===== config.mk =====
export PLATFORM = sky130hd
export DESIGN_NAME = gregorian_date_add_days_unit
export DESIGN_NICKNAME = d
export VERILOG_FILES = /design/src/hw/rtl/gdad_pkg.sv /design/src/hw/rtl/gdad_leap.sv /design/src/hw/rtl/gdad_step.sv /design/src/hw/rtl/gregorian_date_add_days_unit.sv
export SDC_FILE = /design/constraint.sdc
export NUM_CORES = 1
export LEC_CHECK = 0
export ABC_AREA = 1
export BUFFER_PORTS_ARGS = -buffer_cell sky130_fd_sc_hd__buf_2
export CAP_MARGIN = 20
export CORE_ASPECT_RATIO = 0.7
export CORE_MARGIN = 2
export CORE_UTILIZATION = 54
export CTS_CLUSTER_DIAMETER = 50
export CTS_CLUSTER_SIZE = 24
export DETAILED_ROUTE_END_ITERATION = 10
export GPL_ROUTABILITY_DRIVEN = 0
export PLACE_DENSITY = 0.78
export SYNTH_ARGS = -nofsm -noshare
export SYNTH_HDL_FRONTEND = slang
export SYNTH_SLANG_ARGS = --single-unit

===== constraint.sdc =====
create_clock -name clk -period 3.4 [get_ports clk]
set_input_delay 0.68 -clock clk [delete_from_list [all_inputs] [get_ports clk]]
set_output_delay 0.68 -clock clk [all_outputs]
set_load 0.05 [all_outputs]

===== src/hw/rtl/gdad_pkg.sv =====
// shared types, constants and calendar helpers for the date add-days unit
package gdad_pkg;

  localparam int DAY_W       = 5;
  localparam int MONTH_W     = 4;
  localparam int YEAR_W      = 14;
  // low bits of day_offset that are used, read as two's complement (at most 16)
  localparam int OFFSET_BITS = 16;

  // multiplicative inverse of 25 modulo 2**YEAR_W, and the largest product of a multiple
  localparam logic [YEAR_W-1:0] INV25       = YEAR_W'(7209);
  localparam logic [YEAR_W-1:0] DIV25_LIMIT = YEAR_W'(((1 << YEAR_W) - 1) / 25);

  localparam logic [MONTH_W-1:0] JANUARY  = MONTH_W'(1);
  localparam logic [MONTH_W-1:0] FEBRUARY = MONTH_W'(2);
  localparam logic [MONTH_W-1:0] APRIL    = MONTH_W'(4);
  localparam logic [MONTH_W-1:0] JUNE     = MONTH_W'(6);
  localparam logic [MONTH_W-1:0] SEPTEMBER = MONTH_W'(9);
  localparam logic [MONTH_W-1:0] NOVEMBER = MONTH_W'(11);
  localparam logic [MONTH_W-1:0] DECEMBER = MONTH_W'(12);

  localparam logic [YEAR_W-1:0] YEAR_MIN_RESET = YEAR_W'(1902);
  localparam logic [YEAR_W-1:0] YEAR_MAX_RESET = YEAR_W'(2037);

  typedef enum logic {
    REG_YEAR_MIN = 1'b0,
    REG_YEAR_MAX = 1'b1
  } reg_index_t;

  typedef enum logic [2:0] {
    ST_IDLE,
    ST_SETTLE_START,
    ST_CHECK,
    ST_STEP,
    ST_SETTLE_STEP,
    ST_FINISH
  } state_t;

  typedef struct packed {
    logic [DAY_W-1:0]   start_day;
    logic [MONTH_W-1:0] start_month;
    logic [YEAR_W-1:0]  start_year;
    logic signed [15:0] day_offset;
  } item_t;

  typedef struct packed {
    logic [DAY_W-1:0]   result_day;
    logic [MONTH_W-1:0] result_month;
    logic [YEAR_W-1:0]  result_year;
    logic               out_of_range;
  } result_t;

  // outcome of one day step
  typedef struct packed {
    logic [DAY_W-1:0]   day;
    logic [MONTH_W-1:0] month;
    logic [YEAR_W-1:0]  year;
    logic               year_changed;
    logic               wrapped;
  } step_t;

  function automatic logic [DAY_W-1:0] days_in(input logic [MONTH_W-1:0] month,
                                                input logic leap);
    logic [DAY_W-1:0] len;
    len = DAY_W'(31);
    if (month == FEBRUARY) begin
      len = leap ? DAY_W'(29) : DAY_W'(28);
    end else if (month == APRIL || month == JUNE || month == SEPTEMBER ||
                 month == NOVEMBER) begin
      len = DAY_W'(30);
    end
    return len;
  endfunction

endpackage


===== src/hw/rtl/gdad_leap.sv =====
// registered gregorian leap-year test of the current year
module gdad_leap (
  input  logic                       clk,
  input  logic [gdad_pkg::YEAR_W-1:0] year,
  output logic                       leap
);
  import gdad_pkg::*;

  logic [YEAR_W-1:0] prod;
  logic              div25;

  // y is a multiple of 25 exactly when y * inv(25) mod 2**w lands in the low band
  assign prod  = YEAR_W'(year * INV25);
  assign div25 = (prod <= DIV25_LIMIT);

  // by 100 means by 4 and 25, by 400 means by 16 and 25
  always_ff @(posedge clk) begin
    leap <= (year[1:0] == 2'b00) && (!div25 || (year[3:0] == 4'b0000));
  end

endmodule


===== src/hw/rtl/gdad_step.sv =====
// one-day step of a calendar date, forward or backward
module gdad_step (
  input  logic [gdad_pkg::DAY_W-1:0]   day,
  input  logic [gdad_pkg::MONTH_W-1:0] month,
  input  logic [gdad_pkg::YEAR_W-1:0]  year,
  input  logic                         leap,
  input  logic                         backward,
  output gdad_pkg::step_t              step
);
  import gdad_pkg::*;

  always_comb begin
    step.day          = day;
    step.month        = month;
    step.year         = year;
    step.year_changed = 1'b0;
    step.wrapped      = 1'b0;
    if (!backward) begin
      if (day < days_in(month, leap)) begin
        step.day = day + DAY_W'(1);
      end else begin
        step.day = DAY_W'(1);
        if (month < DECEMBER) begin
          step.month = month + MONTH_W'(1);
        end else begin
          step.month        = JANUARY;
          step.year         = year + YEAR_W'(1);
          step.year_changed = 1'b1;
          step.wrapped      = (year == {YEAR_W{1'b1}});
        end
      end
    end else begin
      if (day > DAY_W'(1)) begin
        step.day = day - DAY_W'(1);
      end else if (month > JANUARY) begin
        step.month = month - MONTH_W'(1);
        // leap flag still belongs to this year
        step.day   = days_in(month - MONTH_W'(1), leap);
      end else begin
        step.month        = DECEMBER;
        step.day          = DAY_W'(31);
        step.year         = year - YEAR_W'(1);
        step.year_changed = 1'b1;
        step.wrapped      = (year == '0);
      end
    end
  end

endmodule


===== src/hw/rtl/gregorian_date_add_days_unit.sv =====
// Adds a signed day offset to a calendar date, one day per clock except after a year
// boundary crossed, where the sequencer pauses while the leap flag is re-registered for
// the new year; an invalid start date is echoed unchanged. The single day-step unit
// sets the pace, and the input reopens in the cycle the result appears. The result
// register holds a finished result until it is taken, and a result that is not taken
// holds the sequencer in its last state. A new item is taken only while the sequencer
// is idle. year_min and year_max reset to 1902 and 2037 and are written through the
// cfg port; the user must write them only while idle, and the block itself does not
// enforce this.
module gregorian_date_add_days_unit (
  input  logic                        clk,
  input  logic                        rst,
  input  logic                        item_valid,
  output logic                        item_ready,
  input  gdad_pkg::item_t             item,
  output logic                        result_valid,
  input  logic                        result_ready,
  output gdad_pkg::result_t           result,
  input  logic                        cfg_we,
  input  gdad_pkg::reg_index_t        cfg_index,
  input  logic [gdad_pkg::YEAR_W-1:0] cfg_data
);
  import gdad_pkg::*;

  state_t                 state, state_next;
  logic [DAY_W-1:0]       day, day_next;
  logic [MONTH_W-1:0]     month, month_next;
  logic [YEAR_W-1:0]      year, year_next;
  logic [OFFSET_BITS-1:0] count, count_next;
  logic                   backward, backward_next;
  logic                   bad, bad_next;
  logic [YEAR_W-1:0]      year_min, year_max;
  result_t                result_next;
  logic                   result_valid_next;
  logic                   leap;
  step_t                  step;
  logic [OFFSET_BITS-1:0] raw;
  logic                   raw_neg;

  gdad_leap u_leap (
    .clk  (clk),
    .year (year),
    .leap (leap)
  );

  gdad_step u_step (
    .day      (day),
    .month    (month),
    .year     (year),
    .leap     (leap),
    .backward (backward),
    .step     (step)
  );

  assign raw        = item.day_offset[OFFSET_BITS-1:0];
  assign raw_neg    = raw[OFFSET_BITS-1];
  assign item_ready = (state == ST_IDLE);

  always_ff @(posedge clk) begin
    if (rst) begin
      year_min <= YEAR_MIN_RESET;
      year_max <= YEAR_MAX_RESET;
    end else if (cfg_we) begin
      unique case (cfg_index)
        REG_YEAR_MIN: year_min <= cfg_data;
        REG_YEAR_MAX: year_max <= cfg_data;
      endcase
    end
  end

  always_ff @(posedge clk) begin
    if (rst) begin
      state        <= ST_IDLE;
      result_valid <= 1'b0;
    end else begin
      state        <= state_next;
      result_valid <= result_valid_next;
    end
  end

  always_ff @(posedge clk) begin
    day      <= day_next;
    month    <= month_next;
    year     <= year_next;
    count    <= count_next;
    backward <= backward_next;
    bad      <= bad_next;
    result   <= result_next;
  end

  always_comb begin
    state_next        = state;
    day_next          = day;
    month_next        = month;
    year_next         = year;
    count_next        = count;
    backward_next     = backward;
    bad_next          = bad;
    result_next       = result;
    result_valid_next = result_valid && !result_ready;
    unique case (state)
      ST_IDLE: begin
        if (item_valid) begin
          day_next      = item.start_day;
          month_next    = item.start_month;
          year_next     = item.start_year;
          backward_next = raw_neg;
          count_next    = raw_neg ? (~raw + OFFSET_BITS'(1)) : raw;
          bad_next      = 1'b0;
          state_next    = ST_SETTLE_START;
        end
      end
      ST_SETTLE_START: begin
        state_next = ST_CHECK;
      end
      ST_CHECK: begin
        // an invalid start date is echoed untouched
        if (month == '0 || month > DECEMBER || day == '0 ||
            day > days_in(month, leap)) begin
          bad_next   = 1'b1;
          state_next = ST_FINISH;
        end else begin
          state_next = ST_STEP;
        end
      end
      ST_STEP: begin
        if (count == '0) begin
          state_next = ST_FINISH;
        end else begin
          day_next   = step.day;
          month_next = step.month;
          year_next  = step.year;
          count_next = count - OFFSET_BITS'(1);
          bad_next   = bad || step.wrapped;
          if (step.year_changed) begin
            state_next = ST_SETTLE_STEP;
          end
        end
      end
      ST_SETTLE_STEP: begin
        state_next = ST_STEP;
      end
      ST_FINISH: begin
        if (!result_valid || result_ready) begin
          result_next.result_day   = day;
          result_next.result_month = month;
          result_next.result_year  = year;
          result_next.out_of_range = bad || (year < year_min) || (year > year_max);
          result_valid_next        = 1'b1;
          state_next               = ST_IDLE;
        end
      end
      default: begin
        state_next = ST_IDLE;
      end
    endcase
  end

endmodule


Word-level counts from Yosys, hierarchy flattened
Cells that the tools add are included.
W data, S select, Z words.
{ "word_totals": {"register_bits": 98, "input_bits": 59, "output_inout_bits": 26} }
{ "op_classes": {"addsub": 8, "mul": 1, "n_lt_le_gt_ge": 9, "eq_ne": 25, "n_mux": 41, "bitwise": 2, "reduce_logical": 37} }
{ "op_table": {"columns": ["operator", "count"], "rows": [
  ["$mux W16", 5],
  ["$mux W20", 2],
  ["$mux W5", 8],
  ["$pmux W16 S2", 1],
  ["$mux W14", 2],
  ["$pmux W14 S2", 1],
  ["$mux W25", 1],
  ["$pmux W3 S6", 1],
  ["$add A16 B1 Y16 const B", 1],
  ["$eq A4 B3 Y1 const B", 4],
  ["$eq A4 B4 Y1 const B", 4],
  ["$logic_not A16 Y1", 1],
  ["$not A16 Y16", 1],
  ["$sub A16 B1 Y16 const B", 1],
  ["$mux W3", 5],
  ["$ne A3 B3 Y1 const B", 5],
  ["$add A14 B1 Y14 const B", 1],
  ["$eq A14 B14 Y1 const B", 1],
  ["$gt A14 B14 Y1", 1],
  ["$le A14 B10 Y1 const B", 1],
  ["$logic_not A14 Y1", 1],
  ["$logic_or A1 B1 Y1", 14],
  ["$lt A14 B14 Y1", 1],
  ["$mul A14 B13 Y14 const B", 1],
  ["36 further kinds", 59]
]} }

Logic depth before layout (Yosys ltp)
Gate-level depths: netlist (run 1).
{ "logic_depth": {"depth_word": 13, "depth_mapped": 18, "mapped_depth_nobuf": 18} }

Hierarchy
From an unflattened synthesis (run 1), not the netlist that was laid out.
{ "unflattened": {"cells_unflattened": 1249, "area_unflattened_um2": 8847.2} }
{ "modules_own_cells": {"columns": ["module", "n_inst", "cells_per_inst", "area_per_inst_um2"], "rows": [
  ["gregorian_date_add_days_unit", 1, 614, 5318.9],
  ["gdad_step", 1, 431, 2137.0],
  ["gdad_leap", 1, 204, 1391.3]
]} }

Worst setup path before layout (run 1)
No wires, ideal clock.
{ "synth_timing": {"path_type": "flip-flop to flip-flop", "start": "register year[0]", "end": "register u_leap.leap", "setup_time_ps": 109, "arrival_time_ps": 3605, "required_time_ps": 3291, "setup_slack_ps": -314, "path_stages_with_launch": 17, "path_cell_list": "edfxtp_1 -> fa_1 -> ha_1 -> ha_1 -> inv_1 -> fa_1 -> fa_1 -> inv_1 -> ha_1 -> a21oi_1 -> o21ai_0 -> a21oi_1 -> inv_1 -> nand3_1 -> nand3_1 -> nand2_1 -> inv_1"} }
{ "synth_via": {"elab_chain_len": 5} }
{ "synth_lines": {"columns": ["element", "line", "source"], "rows": [
  ["from (decl)", "gregorian_date_add_days_unit.sv:28", "logic [YEAR_W-1:0] year, year_next;"],
  ["from (signal assigned)", "gregorian_date_add_days_unit.sv:84", "year <= year_next;"],
  ["$mul A14 B13 Y14", "gdad_leap.sv:13", "assign prod = YEAR_W'(year * INV25);"],
  ["$le A14 B10 Y1", "gdad_leap.sv:14", "assign div25 = (prod <= DIV25_LIMIT);"],
  ["$logic_not A1 Y1", "gdad_leap.sv:18", "leap <= (year[1:0] == 2'b00) && (!div25 || (year[3:0] == 4'b0000));"],
  ["$logic_or A1 B1 Y1", "gdad_leap.sv:18", null],
  ["$logic_and A1 B1 Y1 (*)", "gdad_leap.sv:18", null],
  ["to (signal assigned)", "gdad_leap.sv:18", null],
  ["to (decl)", "gdad_leap.sv:5", "output logic leap"]
]} }
Every way passes the cells marked *; elsewhere a longest branch is shown, timed or not.
A chain may end at the register's enable or synchronous reset.

Final worst setup path (run 1)
{ "layout_timing": {"start": "register year[2]", "end": "register u_leap.leap"} }
{ "layout_via": {"elab_chain_len": 5} }
{ "layout_lines": {"columns": ["element", "line"], "rows": [
  ["$mul A14 B13 Y14", "gdad_leap.sv:13"],
  ["$le A14 B10 Y1", "gdad_leap.sv:14"],
  ["$logic_not A1 Y1", "gdad_leap.sv:18"],
  ["$logic_or A1 B1 Y1 (*)", "gdad_leap.sv:18"],
  ["$logic_and A1 B1 Y1 (*)", "gdad_leap.sv:18"]
]} }
Marks and branches as above.

==> reports/metrics.yaml, run 1 <==
cts_sinks: 98
clk_path_buf_depth: 2
fin_crit_ns: 3.469
synth_area_leaders: "edfxtp_1, ha_1, nand2_1"
area_growth_pct: 14.88
placed_cells: 1276
die_width_um: 145.5
slew_viol_final: 0
track_usage_pct: 25.36
path_class: "register to register"
syn_avg_cell_area_um2: 7.631
initial_core_util_pct: 54.92
grt_pass1_wl_mm: 30.19
synth_warnings: 0
drtAntennaViolNets: 0
io_pins: 85
drc: 0
numCtsBuffers: 9
regToRegStartpoint: "year[2]"
dr.first_iter.drc_count: 635
clk_pin_slew_ns: 0.07
yosys_most_used_dff: "edfxtp_1"
row_count: 36
dieHeight_um: 103.1
first_pass_iters: 8
path_buf_inv: 4
grt_max_degree: 37
fmax_mhz: 288.2
antenna_found_initial: 0
worst_slack_ns: -0.06941
cts_tree: "done"
hold_path_depth: 2
tightest_slew_ns: 0.8470
clk_latency_ns: 0.35
r2r-end: "u_leap.leap"
status: "complete, but fails checks"
synthCells: 992
maxSlewHeadroom_pct: 43.47
syn_area_um2: 7570
crit_path_max_incr_delay_ns: 0.51
totalWireLength_mm: 18.93
n_fill_cell: 1259
multi_input_area_um2: 4279
synth_commonest_cells: "nand2_1, inv_1, nor2_1"
h-tree-depth: 3
synth_seq_area_share_pct: 34.51
hold_class: "register to register"
seq_area_um2: 2613
maxCapViolCount: 0
synth_enable_flop_cells: 65
overflow: 0
rsz0062_at_grt: "true"
vias: 7024
clock_skew_ns: 0.01094
syn_nets: 1146
viasPerCell: 5.432
reg2reg_depth: 16
cp_slowest_cell: "fa_1"
diodes: 0
crit_fanout: 4
synth_top_area_share_pct: 25.79
ys_ff_latch: 98
period_share_pct: 102.0
cpMostUsedCell: "fa_1"
hold_start: "year_min[11]"
hpwlAfterDp_mm: 14.67
crit_path_end_kind: "register"
crit_chain: "fa_1, ha_1, ha_1, inv_2, fa_1, fa_1, inv_2, ha_4, a21oi_2, o21ai_1, a21oi_2, inv_1, nand3_1, nand3_1, nand2_1, inv_1"
hold_viol_final: 0
critPathTopFamily: "adder cells"
die_area_um2: 15000
worstHoldEndpoint: "year_min[11]"
core_area_um2: 13780
ys_types: 43
grt_pass1_vias: 6198
async_reset_ff_share_pct: 0
violations: "setup timing"
wl_per_cell_um: 14.64
port_buffers: 84
yosysMostFrequentCell: "nand2_1"
critPathRequiredTime_ns: 3.64
drive_above_1_share_pct: 15.68
synth_area_leader_cell: "edfxtp_1"
start_kind: "register"
crit_arrival_ns: 3.71
clockRootBuffer: "clkbuf_16"
setup_viol: 1
stdcell_count: 1293
r2r_slack_ns: -0.07
layout.nets: 1252
## final cells by class
cell class              count  area share (%)
well taps                 190           2.734
repair buffers            115           7.511
multi-input cells         706           49.21
clock inverters             3          0.2446
flip-flops and latches     98           30.04
clock buffers              13           3.007
inverters                 168           7.252
## routing by layer
metal | global-route usage (%) | vias up | wire length [um]
li1 | - | 3502 | -
met1 | 37.82 | 3190 | 9302
met2 | 38.50 | 307 | 7633
met3 | 4.646 | 25 | 1734
met4 | 5.732 | 0 | 259
met5 | 0 | - | 0
## stage by stage
stage	util (%)	setup TNS [ns]	cell area, um2	setup slack (ns)	hold slack (ns)
floorplan	-	-0.06116	7586	-0.06116	0.4277
global placement	60.85	-0.05827	8387	-0.05827	0.4556
detailed placement	60.85	-0.1244	8387	-0.1244	0.4569
CTS	63.09	-0.07267	8696	-0.07267	0.4700
global route	63.09	-0.2771	8696	-0.2771	0.5161
finish	63.09	-0.06941	8696	-0.06941	0.4782
## cell families (layout without fill, tap and decap cells)
kind of cell | Yosys count | count (layout) | synth area share [%]
AOI/OAI and AO/OA | 163 | 163 | 12.35
xor gates and xnor gates | 23 | 23 | 2.661
adders and majority gates | 95 | 95 | 16.79
buffers and inverters | 188 | 299 | 9.504
DFF | 98 | 98 | 34.51
and+or+nand+nor | 425 | 425 | 24.18
## worst reg2reg max path, delay by kind of cell (launching register included)
kind	cells	cell delay, ns
adder cells (fa/ha/maj)	6	2.26
AND/OR/NAND/NOR	3	0.18
flip-flops	1	0.42
AO/OA/AOI/OAI	3	0.32
buffers and inverters	4	0.20
## worst max-delay path by stage
stage | slack (ns) | depth (start not counted) | startpoint | endpoint
finish | -0.07 | 16 | year[2] | u_leap.leap
global placement | -0.06 | 16 | year[1] | u_leap.leap
detailed placement | -0.12 | 19 | year[1] | u_leap.leap
floorplan | -0.06 | 16 | year[1] | u_leap.leap
global route | -0.28 | 16 | year[0] | u_leap.leap
CTS | -0.07 | 16 | year[2] | u_leap.leap
## timing repair
item                                   in CTS  in global routing
setup endpoints to repair                   1                  1
hold buffers                                0                  0
endpoints found under the hold margin       0                  0
buffers inserted                            1                  0
pin swaps                                   3                  0
gates cloned                                0                  0
resized for setup                           3                  1
## registers in the layout (all words and copies together), names as in the netlist
register      flops
result           24
count            16
year             14
year_max         14
year_min         14
day               5
month             4
state             3
backward          1
bad               1
result_valid      1
u_leap.leap       1
## cells in the final DEF, fill, tap and decap left out, types with 16 or more instances in the layout
cell and n:
edfxtp_1 65, nand4_1 16, o21ai_0 40, nor2_1 92
inv_1 147, a21oi_1 55, buf_4 31, ha_1 82
buf_2 84, o211ai_1 27, dfxtp_1 33, nand2_1 213
o21ai_1 17, inv_2 19, nand3_1 71, xor2_1 18
Power of run 1 is left out: the tool's default activity adds up to more than one toggle a clock period on the data nets, which glitch-free logic cannot reach.
==> inputs of run 2 (changes only) <==
CORE_MARGIN = default   (was 2)
==> reports/metrics.yaml, run 2 (synthesis results as in run 1) <==
fin_crit_ns: 3.498
placed_cells: 1271
crit_fanout: 5
maxSlewHeadroom_pct: 41.34
final_common_cell: "nand2_1"
setup_viol: 1
viasPerCell: 5.455
area_growth_pct: 15.34
slew_viol_final: 0
reg_top3: "result x24, count x16"
clk_latency_ns: 0.35
critPathRequiredTime_ns: 3.65
hold_class: "register to register"
top_register: "result"
initial_core_util_pct: 56.49
die_width_um: 143.5
crit_arrival_ns: 3.75
r2r_slack_ns: -0.1
layout.nets: 1252
n_fill_cell: 1190
crit_chain: "buf_4, inv_1, ha_1, ha_1, inv_1, fa_1, fa_1, inv_1, ha_4, nand2_1, inv_1, nand2_1, nand3_1, nand2_1, nand4_1, nor2_1, nand3_1, nand2_1, inv_1"
clockRootBuffer: "clkbuf_16"
holdBufCountCts: 0
tightest_slew_ns: 0.8789
place_area_um2: 8381
core_area_um2: 13400
seq_area_um2: 2613
grt_pass1_vias: 6155
row_count: 35
die_area_um2: 14500
h-tree-depth: 3
final_cell_area_um2: 8731
dr.first_iter.drc_count: 608
stdcell_count: 1288
drive_above_1_share_pct: 16.32
fmax_mhz: 285.9
drc: 0
overflow: 0
violations: "setup timing"
first_pass_iters: 5
grt_max_degree: 37
crit_path_max_incr_delay_ns: 0.54
worst_slack_ns: -0.09810
wl_per_cell_um: 14.70
clock_skew_ns: 0.007944
period_share_pct: 102.9
multi_input_area_um2: 4312
track_usage_pct: 27.03
critPathTopFamily: "adder cells"
hold_viol_final: 0
clk_path_buf_depth: 2
drtAntennaViolNets: 0
layout_common_cells: "nand2_1, inv_1, nor2_1, buf_2, ha_1"
largest_reg_flops: 24
cpMostUsedCell: "inv_1"
status: "complete, but fails checks"
clk_pin_slew_ns: 0.07
path_buf_inv: 6
start_kind: "register"
maxCapViolCount: 0
totalWireLength_mm: 18.93
path_class: "register to register"
finalSetupTns_ns: -0.09810
crit_path_end_kind: "register"
hpwlAfterDp_mm: 14.61
diodes: 0
vias: 7026
cts_tree: "done"
numCtsBuffers: 9
port_buffers: 84
grt_pass1_wl_mm: 30.33
io_pins: 85
cp_slowest_cell: "fa_1"
dieHeight_um: 101.1
antenna_found_initial: 0
rsz0062_at_grt: "true"
cts_sinks: 98
run 2: final cells by class:
| class | instances | share of cell area (%) |
|---|---|---|
| multi-input combinational | 706 | 49.38 |
| sequential | 98 | 29.92 |
| timing repair buffer | 115 | 7.481 |
| inverter | 168 | 7.223 |
| clock buffer | 10 | 2.737 |
| tap | 185 | 2.651 |
| clock inverter | 6 | 0.6019 |
run 2: stage by stage:
step / setup WS [ns] / hold WS [ns] / utilization (%)
2_1_floorplan: -0.06116 / 0.4277 / -
3_3_place_gp: -0.09017 / 0.4550 / 62.54
3_5_place_dp: -0.1712 / 0.4616 / 62.54
4_1_cts: -0.1169 / 0.4752 / 64.95
5_1_grt: -0.2695 / 0.5054 / 65.15
6_report: -0.09810 / 0.4753 / 65.15
run 2: final timing paths:
| check | start | end | cells past startpoint |
|---|---|---|---|
| max | year[0] | u_leap.leap | 19 |
| min | year_max[3] | year_max[3] | 2 |
| max reg2reg | year[0] | u_leap.leap | 19 |
| min reg2reg | year_max[3] | year_max[3] | 2 |
run 2: routing by layer:
| metal | GRT usage (%) | share of wire [%] | up-vias |
|---|---|---|---|
| met5 | 0 | 0 | - |
| met4 | 5.319 | 1.1 | 0 |
| met3 | 4.086 | 9.6 | 20 |
| met2 | 39.92 | 41 | 323 |
| met1 | 41.49 | 48 | 3170 |
| li1 | - | - | 3513 |
run 2: timing repair:
action,4_1_cts,5_1_grt
gates resized for setup,5,3
endpoints found under the setup margin,1,1
buffers inserted,1,0
pin swaps,1,2
hold endpoints to repair,0,0
run 2: worst min-delay path, stage by stage, from the launching register on:
cell and delay, ns:
dfxtp_1 0.30, inv_1 0.07, a21oi_1 0.06
Power of run 2 is left out for the same reason.
